**config.mk**
```make
export PLATFORM = sky130hd
export DESIGN_NAME = target_track_lifecycle_core
export DESIGN_NICKNAME = d
export VERILOG_FILES = /design/src/sv/ttl_pkg.sv /design/src/sv/ttl_step.sv /design/src/sv/target_track_lifecycle_core.sv
export SDC_FILE = /design/constraint.sdc
export NUM_CORES = 1
export LEC_CHECK = 0
export BUFFER_PORTS_ARGS = -buffer_cell sky130_fd_sc_hd__buf_2
export CELL_PAD_IN_SITES_DETAIL_PLACEMENT = 1
export CELL_PAD_IN_SITES_GLOBAL_PLACEMENT = 2
export CORE_ASPECT_RATIO = 1.75
export CORE_MARGIN = 4
export CORE_UTILIZATION = 41
export CTS_BUF_LIST = sky130_fd_sc_hd__clkbuf_8
export DETAILED_ROUTE_END_ITERATION = 8
export PLACE_DENSITY = 0.95
export SYNTH_ARGS = -nofsm -noshare
export SYNTH_HDL_FRONTEND = slang
export SYNTH_SLANG_ARGS = --single-unit
```
**constraint.sdc**
```tcl
create_clock -name clock -period 11.3 [get_ports clock]
set_input_delay 0 -clock clock [delete_from_list [all_inputs] [get_ports clock]]
set_output_delay 0 -clock clock [all_outputs]
set_load 0.02 [all_outputs]
```
**src/sv/ttl_pkg.sv**
```systemverilog
// Shared types, register indexes and helpers for the target track lifecycle core.
// No dependencies; imported by every module of the core.
package ttl_pkg;

   // Tracking modes, also the encoding of the reported track state
   typedef enum logic [2:0] {
      MODE_LOST    = 3'd0,
      MODE_DETECT  = 3'd1,
      MODE_TRACK   = 3'd2,
      MODE_TEMP    = 3'd3,
      MODE_SWITCH  = 3'd4
   } ttl_mode_type;

   // Configuration register indexes
   localparam int unsigned CSR_IDX_W = 3;
   localparam int unsigned CSR_DATA_W = 16;
   localparam logic [CSR_IDX_W-1:0] CSR_MIN_DETECT    = 3'd0;
   localparam logic [CSR_IDX_W-1:0] CSR_NORMAL_LOST   = 3'd1;
   localparam logic [CSR_IDX_W-1:0] CSR_OUTPOST_LOST  = 3'd2;
   localparam logic [CSR_IDX_W-1:0] CSR_SWITCH_TMO    = 3'd3;
   localparam logic [CSR_IDX_W-1:0] CSR_GAP_LIMIT     = 3'd4;
   localparam logic [CSR_IDX_W-1:0] CSR_OMNI_MODE     = 3'd5;

   // Reset values of the configuration registers
   localparam logic [7:0]  MIN_DETECT_RST   = 8'd5;
   localparam logic [7:0]  NORMAL_LOST_RST  = 8'd100;
   localparam logic [7:0]  OUTPOST_LOST_RST = 8'd200;
   localparam logic [7:0]  SWITCH_TMO_RST   = 8'd200;
   localparam logic [15:0] GAP_LIMIT_RST    = 16'd100;
   localparam logic [2:0]  WANTED_PRIO_RST  = 3'd5;

   // Input transaction
   typedef struct packed {
      logic [15:0] elapsed_ms;
      logic        main_present;
      logic [2:0]  main_priority;
      logic        main_is_outpost;
      logic        match_present;
      logic        omni_present;
      logic [2:0]  omni_priority;
      logic        converged;
      logic        diverged;
      logic        bad_fit;
   } ttl_req_type;

   // Result transaction
   typedef struct packed {
      logic [2:0] track_state;
      logic       target_valid;
      logic       new_target;
      logic       switch_request;
      logic [2:0] switch_priority;
   } ttl_rsp_type;

   // Configuration register set
   typedef struct packed {
      logic [7:0]  confirm_needed;
      logic [7:0]  normal_lost_limit;
      logic [7:0]  outpost_lost_limit;
      logic [7:0]  switch_timeout;
      logic [15:0] gap_limit_ms;
      logic        omni_mode;
   } ttl_cfg_type;

   // Tracker state carried from frame to frame
   typedef struct packed {
      ttl_mode_type mode;
      ttl_mode_type prev_mode;
      logic [7:0]   confirm_count;
      logic [7:0]   coast_count;
      logic [2:0]   held_priority;
      logic         held_is_outpost;
      logic [2:0]   wanted_priority;
   } ttl_state_type;

   // Counter increment that stops at all ones
   function automatic logic [7:0] sat_inc(input logic [7:0] c);
      logic [7:0] r;
      r = (c == 8'hFF) ? c : c + 8'd1;
      return r;
   endfunction

endpackage

```
**src/sv/ttl_step.sv**
```systemverilog
// Per-frame decision logic: next tracker state and the frame's result.
// Purely combinational; depends on ttl_pkg.
module ttl_step (
   input  ttl_pkg::ttl_state_type cur_state,
   input  ttl_pkg::ttl_cfg_type   cfg,
   input  ttl_pkg::ttl_req_type   req,
   output ttl_pkg::ttl_state_type nxt_state,
   output ttl_pkg::ttl_rsp_type   rsp
);
   import ttl_pkg::*;

   ttl_mode_type mode_gap;     // after frame gap check
   ttl_mode_type mode_sel;     // after omni branch (may enter switching)
   ttl_mode_type mode_adv;     // after confirm/coast advance
   ttl_mode_type mode_fin;     // after divergence / bad-fit override
   logic         found;
   logic         take_main;
   logic         fresh;
   logic         sw_start;
   logic [2:0]   wanted_nxt;
   logic [2:0]   held_prio_nxt;
   logic         held_outpost_nxt;
   logic [7:0]   confirm_nxt;
   logic [7:0]   coast_nxt;
   logic [7:0]   confirm_inc;
   logic [7:0]   coast_inc;
   logic [7:0]   lost_lim;

   // Frame gap drops any held target
   always_comb begin
      mode_gap = cur_state.mode;
      if ((cur_state.mode != MODE_LOST) && (req.elapsed_ms > cfg.gap_limit_ms)) begin
         mode_gap = MODE_LOST;
      end
   end

   // Candidate selection: what counts as found this frame
   always_comb begin
      take_main  = 1'b0;
      sw_start   = 1'b0;
      found      = req.match_present;
      mode_sel   = mode_gap;
      wanted_nxt = cur_state.wanted_priority;
      if (!cfg.omni_mode) begin
         if (mode_gap == MODE_LOST) begin
            take_main = 1'b1;
         end
      end else begin
         priority if (mode_gap == MODE_LOST) begin
            take_main = 1'b1;
         end else if ((mode_gap == MODE_TRACK) && req.main_present &&
                      (req.main_priority < cur_state.held_priority)) begin
            take_main = 1'b1;
         end else if ((mode_gap == MODE_TRACK) && req.omni_present &&
                      (req.omni_priority < cur_state.held_priority) && req.converged) begin
            mode_sel   = MODE_SWITCH;
            wanted_nxt = req.omni_priority;
            sw_start   = 1'b1;
            found      = 1'b0;
         end else if (mode_gap == MODE_SWITCH) begin
            found = req.main_present && (req.main_priority == cur_state.wanted_priority);
         end else if ((mode_gap == MODE_DETECT) && (cur_state.prev_mode == MODE_SWITCH)) begin
            take_main = 1'b1;
         end else begin
            found = req.match_present;
         end
      end
      if (take_main) begin
         found = req.main_present;
      end
   end

   assign fresh            = take_main && req.main_present;
   assign held_prio_nxt    = fresh ? req.main_priority : cur_state.held_priority;
   assign held_outpost_nxt = fresh ? req.main_is_outpost : cur_state.held_is_outpost;
   assign confirm_inc      = sat_inc(cur_state.confirm_count);
   assign coast_inc        = sat_inc(cur_state.coast_count);
   assign lost_lim         = held_outpost_nxt ? cfg.outpost_lost_limit
                                              : cfg.normal_lost_limit;

   // Confirm / coast advance
   always_comb begin
      mode_adv    = mode_sel;
      confirm_nxt = cur_state.confirm_count;
      coast_nxt   = cur_state.coast_count;
      unique case (mode_sel)
         MODE_LOST: begin
            if (found) begin
               mode_adv    = MODE_DETECT;
               confirm_nxt = 8'd1;
            end
         end
         MODE_DETECT: begin
            if (found) begin
               confirm_nxt = confirm_inc;
               if (confirm_inc >= cfg.confirm_needed) begin
                  mode_adv = MODE_TRACK;
               end
            end else begin
               confirm_nxt = 8'd0;
               mode_adv    = MODE_LOST;
            end
         end
         MODE_TRACK: begin
            if (!found) begin
               coast_nxt = 8'd1;
               mode_adv  = MODE_TEMP;
            end
         end
         MODE_SWITCH: begin
            if (found) begin
               mode_adv = MODE_DETECT;
            end else begin
               coast_nxt = coast_inc;
               if (coast_inc > cfg.switch_timeout) begin
                  mode_adv = MODE_LOST;
               end
            end
         end
         MODE_TEMP: begin
            if (found) begin
               mode_adv = MODE_TRACK;
            end else begin
               coast_nxt = coast_inc;
               if (coast_inc > lost_lim) begin
                  mode_adv = MODE_LOST;
               end
            end
         end
         default: begin
            mode_adv = MODE_LOST;
         end
      endcase
   end

   // Divergence always drops; bad fit drops in plain mode
   always_comb begin
      mode_fin = mode_adv;
      if (req.diverged) begin
         mode_fin = MODE_LOST;
      end
      if (!cfg.omni_mode && req.bad_fit) begin
         mode_fin = MODE_LOST;
      end
   end

   // Next state
   always_comb begin
      nxt_state.mode            = mode_fin;
      nxt_state.prev_mode       = cfg.omni_mode ? mode_sel : cur_state.prev_mode;
      nxt_state.confirm_count   = confirm_nxt;
      nxt_state.coast_count     = coast_nxt;
      nxt_state.held_priority   = held_prio_nxt;
      nxt_state.held_is_outpost = held_outpost_nxt;
      nxt_state.wanted_priority = wanted_nxt;
   end

   // Frame result
   always_comb begin
      rsp.track_state     = mode_fin;
      rsp.target_valid    = (mode_fin != MODE_LOST);
      rsp.new_target      = fresh;
      rsp.switch_request  = sw_start;
      rsp.switch_priority = sw_start ? wanted_nxt : 3'd0;
   end

endmodule

```
**src/sv/target_track_lifecycle_core.sv**
```systemverilog
// Top level of the target track lifecycle core: channel registers, state, CSRs.
// Depends on ttl_pkg and ttl_step.
//
//   channel | direction | handshake           | payload
//   req_    | in        | req_valid/req_stall | ttl_req_type, one frame
//   rsp_    | out       | rsp_valid/rsp_stall | ttl_rsp_type, one result per frame
//   csr_    | in        | csr_we              | csr_index, csr_wdata
//
// Each frame passes from acceptance through the input register, then through
// one pass of the decision logic into the result register, which also updates
// the tracker state. One frame is accepted every cycle while rsp_stall is low.
// A stalled result holds; the input register then fills and req_stall rises.
// Synchronous reset clears control state, the tracker state and the CSRs.
module target_track_lifecycle_core (
   input  logic                              clock,
   input  logic                              reset,
   input  logic                              req_valid,
   output logic                              req_stall,
   input  ttl_pkg::ttl_req_type              req_data,
   output logic                              rsp_valid,
   input  logic                              rsp_stall,
   output ttl_pkg::ttl_rsp_type              rsp_data,
   input  logic                              csr_we,
   input  logic [ttl_pkg::CSR_IDX_W-1:0]     csr_index,
   input  logic [ttl_pkg::CSR_DATA_W-1:0]    csr_wdata
);
   import ttl_pkg::*;

   logic          in_valid_ff;
   ttl_req_type   in_data_ff;
   logic          out_valid_ff;
   ttl_rsp_type   out_data_ff;
   ttl_state_type state_ff;
   ttl_state_type state_in;
   ttl_rsp_type   rsp_in;
   ttl_cfg_type   cfg_ff;
   logic          out_free;
   logic          advance;

   assign out_free  = !out_valid_ff || !rsp_stall;
   assign advance   = in_valid_ff && out_free;
   assign req_stall = in_valid_ff && !out_free;
   assign rsp_valid = out_valid_ff;
   assign rsp_data  = out_data_ff;

   // Input register
   always_ff @(posedge clock) begin
      if (reset) begin
         in_valid_ff <= 1'b0;
      end else if (!req_stall) begin
         in_valid_ff <= req_valid;
      end
   end

   always_ff @(posedge clock) begin
      if (req_valid && !req_stall) begin
         in_data_ff <= req_data;
      end
   end

   // Decision logic
   ttl_step u_step (
      .cur_state (state_ff),
      .cfg       (cfg_ff),
      .req       (in_data_ff),
      .nxt_state (state_in),
      .rsp       (rsp_in)
   );

   // Result register and tracker state
   always_ff @(posedge clock) begin
      if (reset) begin
         out_valid_ff <= 1'b0;
         state_ff     <= '{mode: MODE_LOST, prev_mode: MODE_LOST, confirm_count: 8'd0,
                           coast_count: 8'd0, held_priority: 3'd0,
                           held_is_outpost: 1'b0, wanted_priority: WANTED_PRIO_RST};
      end else if (advance) begin
         out_valid_ff <= 1'b1;
         state_ff     <= state_in;
      end else if (!rsp_stall) begin
         out_valid_ff <= 1'b0;
      end
   end

   always_ff @(posedge clock) begin
      if (advance) begin
         out_data_ff <= rsp_in;
      end
   end

   // Configuration registers; unknown indexes are ignored
   always_ff @(posedge clock) begin
      if (reset) begin
         cfg_ff <= '{confirm_needed: MIN_DETECT_RST, normal_lost_limit: NORMAL_LOST_RST,
                     outpost_lost_limit: OUTPOST_LOST_RST, switch_timeout: SWITCH_TMO_RST,
                     gap_limit_ms: GAP_LIMIT_RST, omni_mode: 1'b0};
      end else if (csr_we) begin
         unique case (csr_index)
            CSR_MIN_DETECT:   cfg_ff.confirm_needed     <= csr_wdata[7:0];
            CSR_NORMAL_LOST:  cfg_ff.normal_lost_limit  <= csr_wdata[7:0];
            CSR_OUTPOST_LOST: cfg_ff.outpost_lost_limit <= csr_wdata[7:0];
            CSR_SWITCH_TMO:   cfg_ff.switch_timeout     <= csr_wdata[7:0];
            CSR_GAP_LIMIT:    cfg_ff.gap_limit_ms       <= csr_wdata;
            CSR_OMNI_MODE:    cfg_ff.omni_mode          <= csr_wdata[0];
            default: begin
            end
         endcase
      end
   end

endmodule

```
==> flow_metrics.py <==
metrics = {
    "floorplan": {
        "die_h_um": 168.1,
        "dieArea_mm2": 0.01673,
        "ios": 64,
        "rows": 58,
        "initial_core_util": 0.4181,
        "die_w_um": 99.50,
        "core_area_mm2": 0.01437,
    },
    "synthesis": {
        "syn_area_mm2": 0.006007,
        "synth_top_family_by_area": "simple AND/OR/NAND/NOR gates",
        "yosysMostFrequentCell": "nand2_1",
        "synth-seq-area-share": 0.4566,
        "synthSimpleGateAreaFrac": 0.1916,
        "synth_top_area_cell": "dfxtp_1",
        "syn_nets": 753,
        "syn_inst": 654,
        "synth_compound_area_frac": 0.1404,
        "async_flop_share": 0,
        "yosys_warnings": 0,
        "synth.avg_cell_area_um2": 9.185,
        "synth_xor_area_frac": 0.01458,
        "synth_top_area_share": 0.2666,
        "yosys.area_share.adder": 0.09581,
        "ys.flop_type": "dfxtp_1",
        "ys_types": 61,
        "netlist_top_cells_count": "nand2_1 (113), dfxtp_1 (80), a21oi_1 (60), ha_1 (46), inv_1 (46)",
        "ys_ff_latch": 118,
        "synthMuxAreaShare": 0.04791,
        "synth-edff-count": 38,
        "synth_area_leaders": "dfxtp_1 (27%), edfxtp_1 (19%), ha_1 (9.6%)",
    },
    "clock_network": {
        "root_buffer": "clkbuf_8",
        "clkTransAtPathRegs_ps": 80,
        "htreeDepth": 4,
        "ctsResizeCount": 0,
        "cts_buffer_depth": 2,
        "cts_tree": "done",
        "clk_latency_ps": 440,
        "cts_setup_buffers": 0,
        "clock_sinks": 118,
        "cts_made_buffers": 17,
    },
    "sta": {
        "fmax_ghz": 0.2005,
        "period_minus_slack_ps": 4987,
        "setup_violations": 0,
        "rsz0062_at_grt": "false",
        "worst_slack_ps": 6313,
        "setup_tns_ps": 0,
        "relSlewSlack": 0.1410,
        "clock_skew_ps": 13.16,
        "holdWs_ps": 37.06,
        "worstMarginPinSlew_ps": 1281,
        "slew_violations": 0,
        "hold_viol": 0,
        "fin_crit_sh": 0.4413,
    },
    "worst_setup_path": {
        "critical_path_buf_inv_count": 1,
        "critPathMaxStageDelay_ps": 530,
        "worstPathRequired_ps": 11620,
        "r2r_slack_ps": 6310,
        "r2r_start": "cfg_ff[15]",
        "cp_cell_sequence": "inv_1, ha_1, nand4_1, nor2_1, nand4_1, o2111ai_1, a21oi_1, nor2_1, mux2i_4, mux2i_1, ha_1, nand3_1, o21bai_1, a31oi_1, a211oi_1, a311oi_1, nor4_1, nor2_1, o41ai_1",
        "crit_top_cell": "nor2_1",
        "endpoint_kind": "register",
        "crit_type": "register to register",
        "cp_data_arrival_time_ps": 5310,
        "crit_family": "simple AND/OR/NAND/NOR gates",
        "cp_slowest_cell": "nor4_1",
        "r2r_cells": 19,
        "start_kind": "register",
        "r2r-end": "state_ff[26]",
        "critPathMaxFanout": 8,
    },
    "place": {
        "placed_cell_area_mm2": 0.006442,
        "gp_congestion": 0.8554,
        "dp.cells": 877,
        "io_buffers": 63,
        "dpl.hpwl_um": 12660,
        "place_ws_ps": 6341,
    },
    "power_and_ir_drop": {
        "leakage_nw": 2.867,
        "power.density_mw_per_mm2": 127.7,
        "power_switching_mw": 0.2498,
        "seqPwrFrac": 0.491,
        "power_mw": 0.9347,
        "max-vdd-ir-drop_mv": 0.1331,
        "p_sw_frac": 0.2672,
        "p_int_mw": 0.6849,
        "clock_power_share": 0.417,
        "combPwrFrac": 0.093,
    },
    "global_route": {
        "grtUsageTotal": 0.2333,
        "grt_pass1_wl_um": 30440,
        "antenna_found_initial": 0,
        "grt_max_degree": 61,
        "grt_pass1_vias": 5939,
        "overflow": 0,
    },
    "cells_and_area": {
        "fin_area_mm2": 0.007321,
        "utilization": 0.5095,
        "syn_to_final_growth_pct": 21.87,
        "nNetsFinal": 864,
        "finalNonFillerCells": 958,
        "antenna_cells": 0,
        "drive_above_1_share": 0.1517,
    },
    "routing": {
        "finalWirelength_um": 18650,
        "wire_per_inst_um": 19.47,
        "first_pass_iters": 7,
        "viasPerCell": 5.543,
        "first_iter_violations": 182,
        "drcViolationCount": 0,
        "vias": 5310,
        "postRouteAntennaNets": 0,
    },
    "status": {
        "status": "finished, final reports clean",
    },
    "min_path": {
        "hold_end": "cfg_ff[0]",
        "holdCritStartpoint": "csr_index[2]",
        "hold_path_class": "input pin to register",
        "hold_depth": 5,
    },
    "job": {
        "cap_violations": 0,
    },
}
-- how the worst max path moves through the flow --
| stage | cells after the start | to | start |
|---|---|---|---|
| 2_1_floorplan | 18 | state_ff[26] | in_data_ff[28] |
| 3_3_place_gp | 18 | state_ff[26] | in_data_ff[28] |
| 3_5_place_dp | 18 | state_ff[26] | in_data_ff[26] |
| 4_1_cts | 19 | state_ff[26] | cfg_ff[14] |
| 5_1_grt | 19 | state_ff[26] | cfg_ff[15] |
| 6_report | 19 | state_ff[26] | cfg_ff[15] |
-- worst reg2reg max path, stage by stage (launching register included) --
cell and delay (ps):
dfxtp_1 360, inv_1 50, ha_1 300, nand4_1 200, nor2_1 210, nand4_1 170, o2111ai_1 460, a21oi_1 160
nor2_1 270, mux2i_4 480, mux2i_1 300, ha_1 290, nand3_1 110, o21bai_1 120, a31oi_1 90, a211oi_1 220
a311oi_1 110, nor4_1 530, nor2_1 110, o41ai_1 340
-- logic make-up after synthesis --
| group | after synthesis |
|---|---|
| simple gates | 250 |
| compound gates | 132 |
| flops | 118 |
| buf+inv | 71 |
| fa+ha+maj | 46 |
| mux | 27 |
| xor+xnor | 10 |
-- flip-flops by register name, indices dropped and copies added (netlist names) --
signal	flops
rsp_valid	1
cfg_ff	49
rsp_data	9
in_valid_ff	1
state_ff	29
in_data_ff	29
-- metal layers --
| metal | global-route usage | routed length [µm] |
|---|---|---|
| met5 | 0 | 0 |
| met4 | 0.1052 | 738 |
| met3 | 0.04892 | 575 |
| met2 | 0.4374 | 10520 |
| met1 | 0.2434 | 6821 |
-- area by class of cell --
cell class / count / area [µm²]
Inverter: 47 / 176.4
Timing Repair Buffer: 116 / 835.8
Multi-Input combinational cell: 465 / 2953
Fill cell: 1686 / 7048
Clock inverter: 15 / 153.9
Sequential cell: 118 / 2743
Tap cell: 180 / 225.2
Clock buffer: 17 / 234.0
-- cell usage in the layout, fill, tap and decap left out, types with 12 or more instances in the layout --
master | netlist | layout
nor3_1 | 13 | 12
dlygate4sd3_1 | 0 | 49
mux2i_1 | 22 | 22
nor2_1 | 40 | 40
nand4_1 | 12 | 12
nand2_1 | 113 | 113
buf_2 | 2 | 63
inv_1 | 46 | 46
clkbuf_8 | 3 | 17
o21ai_0 | 15 | 15
a21oi_1 | 60 | 60
nand3_1 | 31 | 31
edfxtp_1 | 38 | 38
dfxtp_1 | 80 | 80
ha_1 | 46 | 46
-- what timing repair did --
| action | in CTS | in global routing |
|---|---|---|
| hold buffers | 49 | 0 |
| endpoints found under the setup margin | 0 | 0 |
| hold endpoints to repair | 80 | 0 |
-- power groups by stage --
stage / Combinational (mW) / Clock [mW] / Sequential (mW)
5_1_grt: 0.0961 / 0.414 / 0.460
3_3_place_gp: 0.0667 / 0 / 0.467
3_5_place_dp: 0.0710 / 0 / 0.468
6_report: 0.0865 / 0.389 / 0.459
4_1_cts: 0.0847 / 0.392 / 0.458
2_1_floorplan: 0.0418 / 0 / 0.467
(Power assumes the default switching activity.)
